===== src/hw/rtl/etsc_pkg.sv =====
// Shared types, constants and codes for the edge trigger capture block.
package etsc_pkg;

    localparam int RECORD_LENGTH = 1024;
    localparam int CNT_W         = (RECORD_LENGTH > 2) ? $clog2(RECORD_LENGTH) : 1;
    localparam int ADDR_W        = 10;
    localparam int SAMPLE_W      = 12;
    localparam int MODE_W        = 2;
    localparam int CFG_IDX_W     = 2;
    localparam int CFG_DATA_W    = 12;
    localparam int S_TDATA_W     = 16;
    localparam int M_TDATA_W     = 40;

    typedef logic [CNT_W-1:0]    cnt_t;
    typedef logic [ADDR_W-1:0]   addr_t;
    typedef logic [SAMPLE_W-1:0] sample_t;
    typedef logic [MODE_W-1:0]   mode_t;

    // trigger modes; the unused code behaves like no trigger
    localparam mode_t MODE_NONE    = 2'd0;
    localparam mode_t MODE_FALLING = 2'd1;
    localparam mode_t MODE_RISING  = 2'd2;

    // register indexes on the config port
    localparam logic [CFG_IDX_W-1:0] REG_TRIGGER_MODE = 2'd0;
    localparam logic [CFG_IDX_W-1:0] REG_HIGH_LEVEL   = 2'd1;
    localparam logic [CFG_IDX_W-1:0] REG_LOW_LEVEL    = 2'd2;

    // item kinds
    localparam logic KIND_SAMPLE = 1'b0;
    localparam logic KIND_CLEAR  = 1'b1;

    localparam sample_t HIGH_LEVEL_RST = 12'd500;
    localparam sample_t LOW_LEVEL_RST  = 12'd50;

    localparam cnt_t LAST_SLOT = cnt_t'(RECORD_LENGTH - 1);

    typedef struct packed {
        mode_t   trigger_mode;
        sample_t high_level;
        sample_t low_level;
    } cfg_t;

    typedef struct packed {
        logic    kind;
        sample_t sample;
    } item_t;

    typedef struct packed {
        addr_t   store_address;
        sample_t store_data;
        logic    store_enable;
        logic    edge_here;
        logic    falling_seen;
        logic    rising_seen;
        addr_t   trigger_index;
        logic    capture_done;
    } result_t;

endpackage


===== src/hw/rtl/etsc_cfg.sv =====
// Configuration register file: trigger mode, high edge level and low edge level.
module etsc_cfg
(
    input  logic                                clk,
    input  logic                                rst_n,
    input  logic                                cfg_valid,
    output logic                                cfg_ready,
    input  logic [etsc_pkg::CFG_IDX_W-1:0]      cfg_index,
    input  logic [etsc_pkg::CFG_DATA_W-1:0]     cfg_data,
    output etsc_pkg::cfg_t                      cfg
);

    etsc_pkg::cfg_t cfg_reg;

    assign cfg_ready = 1'b1;
    assign cfg       = cfg_reg;

    always_ff @(posedge clk or negedge rst_n)
    begin
        if (!rst_n)
        begin
            cfg_reg.trigger_mode <= etsc_pkg::MODE_NONE;
            cfg_reg.high_level   <= etsc_pkg::HIGH_LEVEL_RST;
            cfg_reg.low_level    <= etsc_pkg::LOW_LEVEL_RST;
        end
        else if (cfg_valid && cfg_ready)
        begin
            unique case (cfg_index)
                etsc_pkg::REG_TRIGGER_MODE:
                    cfg_reg.trigger_mode <= cfg_data[etsc_pkg::MODE_W-1:0];
                etsc_pkg::REG_HIGH_LEVEL:
                    cfg_reg.high_level <= cfg_data[etsc_pkg::SAMPLE_W-1:0];
                etsc_pkg::REG_LOW_LEVEL:
                    cfg_reg.low_level <= cfg_data[etsc_pkg::SAMPLE_W-1:0];
                default:
                    ;  // writes past the last register are dropped
            endcase
        end
    end

endmodule


===== src/hw/rtl/etsc_in_stage.sv =====
// Input register stage: holds one accepted beat until the detect stage takes it.
module etsc_in_stage
(
    input  logic            clk,
    input  logic            rst_n,
    input  logic            in_valid,
    output logic            in_ready,
    input  etsc_pkg::item_t in_item,
    input  logic            advance,
    output logic            item_valid,
    output etsc_pkg::item_t item
);

    logic            valid_reg;
    etsc_pkg::item_t item_reg;

    assign in_ready   = !valid_reg || advance;
    assign item_valid = valid_reg;
    assign item       = item_reg;

    always_ff @(posedge clk or negedge rst_n)
    begin
        if (!rst_n)
        begin
            valid_reg <= 1'b0;
        end
        else if (in_ready)
        begin
            valid_reg <= in_valid;
        end
    end

    always_ff @(posedge clk)
    begin
        if (in_valid && in_ready)
        begin
            item_reg <= in_item;
        end
    end

endmodule


===== src/hw/rtl/etsc_detect.sv =====
// Slot counter, edge detector and sticky trigger state; builds one result per item.
module etsc_detect
(
    input  logic              clk,
    input  logic              rst_n,
    input  logic              en,
    input  etsc_pkg::item_t   item,
    input  etsc_pkg::cfg_t    cfg,
    output etsc_pkg::result_t result
);

    etsc_pkg::sample_t prev_reg,      prev_next;
    etsc_pkg::cnt_t    slot_cnt_reg,  slot_cnt_next;
    logic              falling_reg,   falling_next;
    logic              rising_reg,    rising_next;
    etsc_pkg::cnt_t    last_slot_reg, last_slot_next;

    logic              fall_hit;
    logic              rise_hit;
    logic              edge_hit;
    logic              wrap;

    // slot zero of a record never compares, even across the wrap
    assign fall_hit = (slot_cnt_reg != '0) && (prev_reg > cfg.high_level)
                      && (item.sample < cfg.low_level);
    assign rise_hit = (slot_cnt_reg != '0) && (prev_reg < cfg.low_level)
                      && (item.sample > cfg.high_level);
    assign wrap     = (slot_cnt_reg == etsc_pkg::LAST_SLOT);

    always_comb
    begin
        prev_next      = prev_reg;
        slot_cnt_next  = slot_cnt_reg;
        falling_next   = falling_reg;
        rising_next    = rising_reg;
        last_slot_next = last_slot_reg;
        edge_hit       = 1'b0;

        if (item.kind == etsc_pkg::KIND_CLEAR)
        begin
            falling_next = 1'b0;
            rising_next  = 1'b0;
        end
        else
        begin
            case (cfg.trigger_mode)
                etsc_pkg::MODE_FALLING:
                begin
                    if (fall_hit)
                    begin
                        falling_next   = 1'b1;
                        last_slot_next = slot_cnt_reg;
                        edge_hit       = 1'b1;
                    end
                end
                etsc_pkg::MODE_RISING:
                begin
                    if (rise_hit)
                    begin
                        rising_next    = 1'b1;
                        last_slot_next = slot_cnt_reg;
                        edge_hit       = 1'b1;
                    end
                end
                default:
                    ;  // no trigger detection
            endcase
            prev_next     = item.sample;
            slot_cnt_next = wrap ? '0 : slot_cnt_reg + etsc_pkg::cnt_t'(1);
        end
    end

    always_comb
    begin
        result.store_address = etsc_pkg::addr_t'(slot_cnt_reg);
        result.store_data    = (item.kind == etsc_pkg::KIND_SAMPLE) ? item.sample : '0;
        result.store_enable  = (item.kind == etsc_pkg::KIND_SAMPLE);
        result.edge_here     = edge_hit;
        result.falling_seen  = falling_next;
        result.rising_seen   = rising_next;
        result.trigger_index = etsc_pkg::addr_t'(last_slot_next);
        result.capture_done  = (item.kind == etsc_pkg::KIND_SAMPLE) && wrap;
    end

    always_ff @(posedge clk or negedge rst_n)
    begin
        if (!rst_n)
        begin
            prev_reg      <= '0;
            slot_cnt_reg  <= '0;
            falling_reg   <= 1'b0;
            rising_reg    <= 1'b0;
            last_slot_reg <= '0;
        end
        else if (en)
        begin
            prev_reg      <= prev_next;
            slot_cnt_reg  <= slot_cnt_next;
            falling_reg   <= falling_next;
            rising_reg    <= rising_next;
            last_slot_reg <= last_slot_next;
        end
    end

endmodule


===== src/hw/rtl/etsc_out_stage.sv =====
// Result register stage: holds one result beat until the sink takes it.
module etsc_out_stage
(
    input  logic              clk,
    input  logic              rst_n,
    input  logic              in_valid,
    input  etsc_pkg::result_t in_result,
    output logic              advance,
    output logic              out_valid,
    input  logic              out_ready,
    output etsc_pkg::result_t out_result
);

    logic              valid_reg;
    etsc_pkg::result_t result_reg;

    assign advance    = !valid_reg || out_ready;
    assign out_valid  = valid_reg;
    assign out_result = result_reg;

    always_ff @(posedge clk or negedge rst_n)
    begin
        if (!rst_n)
        begin
            valid_reg <= 1'b0;
        end
        else if (advance)
        begin
            valid_reg <= in_valid;
        end
    end

    always_ff @(posedge clk)
    begin
        if (advance && in_valid)
        begin
            result_reg <= in_result;
        end
    end

endmodule


===== src/hw/rtl/edge_triggered_sample_capture.sv =====
// Beats pass the input register, then the result register, on to the master side.
// Throughput: one beat per cycle while m_axis_tready is high; an input register and a
// result register form a two-stage pipeline whose ready follows the master-side tready.
// Reset (rst_n, async, active low): pipeline empty, counter, flags, trigger slot and
// previous sample zero; trigger mode none, high level 500, low level 50.
module edge_triggered_sample_capture
(
    input  logic                                clk,
    input  logic                                rst_n,

    // sample stream in
    input  logic                                s_axis_tvalid,
    output logic                                s_axis_tready,
    input  logic [etsc_pkg::S_TDATA_W-1:0]      s_axis_tdata,   // [11:0] sample, [15:12] zero
    input  logic                                s_axis_tuser,   // [0] kind (1 = clear flags)

    // result stream out
    output logic                                m_axis_tvalid,
    input  logic                                m_axis_tready,
    // [9:0] store_address, [21:10] store_data, [22] edge_here, [23] falling_seen,
    // [24] rising_seen, [34:25] trigger_index, [39:35] zero
    output logic [etsc_pkg::M_TDATA_W-1:0]      m_axis_tdata,
    output logic                                m_axis_tuser,   // [0] store_enable
    output logic                                m_axis_tlast,   // capture_done

    // register writes
    input  logic                                cfg_valid,
    output logic                                cfg_ready,
    input  logic [etsc_pkg::CFG_IDX_W-1:0]      cfg_index,
    input  logic [etsc_pkg::CFG_DATA_W-1:0]     cfg_data
);

    etsc_pkg::cfg_t    cfg;
    etsc_pkg::item_t   in_item;
    etsc_pkg::item_t   item;
    logic              item_valid;
    logic              advance;
    etsc_pkg::result_t result;
    etsc_pkg::result_t out_result;

    assign in_item.kind   = s_axis_tuser;
    assign in_item.sample = s_axis_tdata[etsc_pkg::SAMPLE_W-1:0];

    etsc_cfg u_cfg
    (
        .clk       (clk),
        .rst_n     (rst_n),
        .cfg_valid (cfg_valid),
        .cfg_ready (cfg_ready),
        .cfg_index (cfg_index),
        .cfg_data  (cfg_data),
        .cfg       (cfg)
    );

    // stage 1: input register
    etsc_in_stage u_in
    (
        .clk        (clk),
        .rst_n      (rst_n),
        .in_valid   (s_axis_tvalid),
        .in_ready   (s_axis_tready),
        .in_item    (in_item),
        .advance    (advance),
        .item_valid (item_valid),
        .item       (item)
    );

    // state moves only when the held beat passes into the result register
    etsc_detect u_detect
    (
        .clk    (clk),
        .rst_n  (rst_n),
        .en     (item_valid && advance),
        .item   (item),
        .cfg    (cfg),
        .result (result)
    );

    // stage 2: result register
    etsc_out_stage u_out
    (
        .clk        (clk),
        .rst_n      (rst_n),
        .in_valid   (item_valid),
        .in_result  (result),
        .advance    (advance),
        .out_valid  (m_axis_tvalid),
        .out_ready  (m_axis_tready),
        .out_result (out_result)
    );

    assign m_axis_tdata = {5'b0,
                           out_result.trigger_index,
                           out_result.rising_seen,
                           out_result.falling_seen,
                           out_result.edge_here,
                           out_result.store_data,
                           out_result.store_address};
    assign m_axis_tuser = out_result.store_enable;
    assign m_axis_tlast = out_result.capture_done;

endmodule


===== config.mk =====
export PLATFORM = sky130hd
export DESIGN_NAME = edge_triggered_sample_capture
export DESIGN_NICKNAME = d
export VERILOG_FILES = /design/src/hw/rtl/etsc_pkg.sv /design/src/hw/rtl/etsc_cfg.sv /design/src/hw/rtl/etsc_in_stage.sv /design/src/hw/rtl/etsc_detect.sv /design/src/hw/rtl/etsc_out_stage.sv /design/src/hw/rtl/edge_triggered_sample_capture.sv
export SDC_FILE = /design/constraint.sdc
export NUM_CORES = 1
export LEC_CHECK = 0
export BUFFER_PORTS_ARGS = -buffer_cell sky130_fd_sc_hd__buf_2
export CORE_UTILIZATION = 25
export DETAILED_ROUTE_END_ITERATION = 10
export PLACE_DENSITY = 0.42
export SYNTH_ARGS = -nofsm -noshare
export SYNTH_HDL_FRONTEND = slang
export SYNTH_HIERARCHICAL = 1
export SYNTH_SLANG_ARGS = --single-unit

===== constraint.sdc =====
create_clock -name clk -period 3.1 [get_ports clk]
set_clock_uncertainty 0.15 [all_clocks]
set_input_delay 0.465 -clock clk [delete_from_list [all_inputs] [get_ports clk]]
set_output_delay 0.465 -clock clk [all_outputs]
set_load 0.005 [all_outputs]

[Yosys cells after proc, flatten, opt, wreduce, memory -nomap -nowiden]
Index checks and enable logic that the tools add are counted.
Operators by class
  $add $sub $neg: 1
  order comparisons: 4
  eq/ne operators: 5
  mux-type cells: 14
  bitwise logic cells: 1
  reductions and logical operators: 17
Operators with widths (number)
  10-bit 2-to-1 mux: 4
  12-bit > comparator: 2
  12-bit less-than comparator: 2
  10-bit case mux with 2 select lines: 1
  10-bit by 1-bit adder with 10-bit output (second input constant): 1
  10-bit == test (second input constant): 1
  10-bit nonzero test: 1
  1-bit 2-to-1 mux: 8
  2-bit AND reduction: 4
  1-bit logical AND: 7
  2-bit by 1-bit == test with 1-bit output (second input constant): 2
  2-bit == test (second input constant): 2
  1-bit zero test: 2
  2-bit zero test: 1
  1-bit logical OR: 2
  1-bit case mux with 2 select lines: 1
  1-bit inverter: 1
Storage, ports and cells
  register bits: 112
  input port bits: 36
  word-level logic and storage cells: 62

[Depth between registers and ports, before layout]
  word-level depth: 6
  depth in mapped cells: 10

[Hierarchy]
The synthesis kept the hierarchy.
Modules (own cells, without submodules)
  etsc_detect: instances 1, cells an instance 399, area an instance 3208.1 µm²
  etsc_out_stage: instances 1, cells an instance 41, area an instance 1164.9 µm²
  etsc_cfg: instances 1, cells an instance 59, area an instance 1116.1 µm²
  etsc_in_stage: instances 1, cells an instance 17, area an instance 444.2 µm²
  edge_triggered_sample_capture: instances 1, cells an instance 7, area an instance 47.5 µm²

[Worst setup path after synthesis]
No wires, ideal clock.
  kind: reg-to-reg
  start: register u_cfg.cfg_reg (netlist bit u_cfg/cfg[20])
  end: register u_out.result_reg (netlist bit u_out/out_result[9]) (data pin)
  library setup time: 261 ps
  arrival time: 2231 ps
  data required time: 2689 ps
  slack: 458 ps
  stages on the path, launching flop included: 11
  path buffers: 1
  cell sequence: dfstp_2 inv_1 ha_1 nand4_1 nor3_1 or4_1 a21oi_2 buf_6 nand2_1 a22o_1 a221o_1
RTL lines
  from (decl): line etsc_cfg.sv:13  | etsc_pkg::cfg_t cfg_reg;
  to (signal assigned): line etsc_out_stage.sv:37  | result_reg <= in_result;
  to (decl): line etsc_out_stage.sv:15  | etsc_pkg::result_t result_reg;

==> impl_metrics.json <==
{
  "cts_buffer_depth": 2,
  "synth_top_cell_by_area": "sky130_fd_sc_hd__edfxtp_1",
  "dieHeight_um": 157,
  "gr-total-overflow": 0,
  "critPathArrivalTime_ns": 2.81,
  "ys_top_cells_by_area": "sky130_fd_sc_hd__edfxtp_1, sky130_fd_sc_hd__dfrtp_1, sky130_fd_sc_hd__ha_1",
  "post-cts-setup-buffers": 0,
  "outcome": "finished clean",
  "num-nets-final": 679,
  "setup_slack_ns": 0.230,
  "cts_tree": "built",
  "floorplan.die_area_mm2": 0.0245,
  "timing.reg2reg.worst_path_depth": 10,
  "cts_num_sinks": 112,
  "synthesis.yosys.warnings": 6,
  "clk_transition_reported_paths_ns": 0.08,
  "final.fill_count": 2430,
  "layout.core_utilization_pct": 29.7,
  "critical_path_peak_fanout": 18,
  "floorplan.core_area_mm2": 0.0235,
  "synth_edf_count": 50,
  "initial_utilization_pct": 25.5,
  "remaining_drc_errors": 0,
  "holdBufCountCts": 0,
  "gp_congestion": 0.800,
  "number_of_antenna_violations_at_the_first_check_in_global_routing": 0,
  "power_per_standard_cell_area_mw_per_mm2": 670,
  "first_pass_grt_wire_length_um": 23300,
  "area_overhead_vs_synth_pct": 16.8,
  "leakagePower_nw": 3.12,
  "first_iter_violations": 176,
  "fin_worst_hold_slack_ns": 0.0742,
  "max-vdd-ir-drop_mv": 0.266,
  "antennaDiodeCount": 0,
  "worst_ep_required_time_ns": 3.04,
  "worst-setup-path-type": "flop to flop",
  "dp_slack_ns": 0.235,
  "kind_of_start_point_of_the_critical_path": "flop",
  "report.final.setup_viol": 0,
  "insertion_delay_ns": 0.36,
  "dpl.hpwl_um": 10700,
  "yosysSeqAreaShare_pct": 51.2,
  "synth_area_mm2": 0.00598,
  "setup_tns_ns": 0,
  "grt_pass1_vias": 4289,
  "antenna_left": 0,
  "synth_area_per_cell_um2": 11.4,
  "yosys-top-cells-count": "sky130_fd_sc_hd__nand2_1, sky130_fd_sc_hd__dfrtp_1, sky130_fd_sc_hd__edfxtp_1, sky130_fd_sc_hd__ha_1, sky130_fd_sc_hd__inv_1",
  "clockRootBuffer": "sky130_fd_sc_hd__clkbuf_16",
  "regToRegSetupSlack_ns": 0.23,
  "floorplan.rows": 56,
  "post_synth_inst_count": 523,
  "cts_made_buffers": 9,
  "worstReg2RegStart": "u_cfg/cfg[20]$_DFFE_PN1P_",
  "min-delay-path-class": "primary input to async pin",
  "grt_use_total_pct": 12.7,
  "port_buffers": 70,
  "final_period_utilization_pct": 92.6,
  "post-synth-top-area-fraction_pct": 25.1,
  "relative_max_transition_margin_pct": 42.2,
  "post-layout-total-power_mw": 4.68,
  "timing.final.hold_violations": 0,
  "iteration_count_of_the_initial_detailed_routing_pass": 4,
  "min_period_ns": 2.87,
  "yosysMostFrequentCell": "sky130_fd_sc_hd__nand2_1",
  "slew_viol_final": 0,
  "tightest_slew_ns": 0.867,
  "dieWidth_um": 157,
  "final_layout_size_suffix_gt1_share_pct": 25.1,
  "ys_dominant_reg_cell": "sky130_fd_sc_hd__dfrtp_1",
  "route.detailed.wl_per_inst_um": 16.1,
  "maxCapViolations": 0,
  "setup.worst_path.end_class": "flop",
  "ys_seq_elements": 112,
  "grt_max_degree": 63,
  "i_o_pin_count": 81,
  "drt_wl_total_um": 14700,
  "rr_endpoint": "u_out/out_result[3]$_DFFE_PP_",
  "max_freq_ghz": 0.348,
  "fraction_of_registers_with_async_set_or_reset_after_synthesis_pct": 55.4,
  "largest_register_ff_count": 37,
  "unrepaired_setup_endpoints_after_global_routing": "no",
  "cts_htree_levels": 3,
  "vias_per_cell": 4.51,
  "synthDistinctLibCells": 56,
  "routed-via-count": 4132
}
-- cell type report --
class	count	area, µm²	share of cell area [%]
well taps	319	399	5.72
clock buffers	11	275	3.94
inverters	33	124	1.77
flip-flops and latches	112	3060	43.9
multi-input cells	355	2640	37.8
repair buffers	82	443	6.34
clock inverters	5	35.0	0.502
-- logic make-up after synthesis --
kind of cell               synth area share [%]
other                                     0.126
muxes                                      7.85
DFF                                        51.2
and+or+nand+nor                            15.7
buffers and inverters                      4.87
xor gates and xnor gates                  0.879
AOI/OAI and AO/OA                          8.87
adders and majority gates                  10.5
-- through the flow --
step / cell area, µm² / std cells
floorplan: 6000 / 527
global route: 6980 / 917
global placement: 6670 / 901
finish: 6980 / 917
detailed placement: 6670 / 901
CTS: 6980 / 917
-- report_power, final --
| part | switching, mW | internal [mW] | leakage, nW |
|---|---|---|---|
| clock | 0.563 | 0.646 | 0.152 |
| combinational | 0.761 | 0.612 | 1.75 |
| sequential | 0.219 | 1.88 | 1.22 |
| total | 1.54 | 3.14 | 3.12 |
-- metal layers --
metal	GRT usage [%]	share of wire [%]	routed length, µm	up-vias
li1	-	-	-	2007
met1	15.9	47	6880	2037
met2	21.6	49	7190	74
met3	2.38	2.8	416	14
met4	4.39	1.7	247	0
met5	0	0	0	-
-- worst max path at each step --
| stage | endpoint | slack, ns | startpoint |
|---|---|---|---|
| after global placement | u_out/out_result[1]$_DFFE_PP_ | 0.26 | u_cfg/cfg[20]$_DFFE_PN1P_ |
| after floorplan | u_out/out_result[9]$_DFFE_PP_ | 0.46 | u_cfg/cfg[20]$_DFFE_PN1P_ |
| after CTS | u_out/out_result[3]$_DFFE_PP_ | 0.22 | u_cfg/cfg[20]$_DFFE_PN1P_ |
| final | u_out/out_result[3]$_DFFE_PP_ | 0.23 | u_cfg/cfg[20]$_DFFE_PN1P_ |
| after global routing | u_out/out_result[3]$_DFFE_PP_ | 0.04 | u_cfg/cfg[20]$_DFFE_PN1P_ |
| after detailed placement | u_out/out_result[3]$_DFFE_PP_ | 0.23 | u_cfg/cfg[20]$_DFFE_PN1P_ |
-- critical path: stages (launching register included) --
cell and delay (ns):
sky130_fd_sc_hd__dfstp_2 0.53, sky130_fd_sc_hd__inv_1 0.07, sky130_fd_sc_hd__ha_1 0.29, sky130_fd_sc_hd__nand4_1 0.18
sky130_fd_sc_hd__nor3_1 0.08, sky130_fd_sc_hd__or4_1 0.42, sky130_fd_sc_hd__a21oi_2 0.20, sky130_fd_sc_hd__buf_4 0.24
sky130_fd_sc_hd__a21boi_0 0.11, sky130_fd_sc_hd__o21ai_1 0.21, sky130_fd_sc_hd__nand3_1 0.12
-- cells in the final DEF (no fill, tap or decap), drive strengths merged, types with 2 or more instances in the layout --
cell type / instances
buf: 82
edfxtp: 50
a21boi: 11
dfstp: 9
a2111oi: 2
clkbuf: 11
and4: 10
o2111ai: 2
o21a: 2
dfrtp: 53
inv: 34
nand3b: 2
conb: 6
a21oi: 20
a211oi: 2
nor3: 5
a2bb2oi: 2
nand2b: 6
mux2: 35
ha: 50
nor2: 23
a41oi: 9
nor2b: 12
and3: 2
xor2: 3
nand4: 8
xnor2: 3
nand3: 31
and2: 4
o21ai: 16
clkinv: 3
a21o: 5
nand2: 69
-- what timing repair did --
item / 4_1_cts / 5_1_grt
resized for setup: 0 / 2
endpoints found under the setup margin: 0 / 5
endpoints found under the hold margin: 0 / 0
Note: power is estimated with default switching activity, not from simulation.
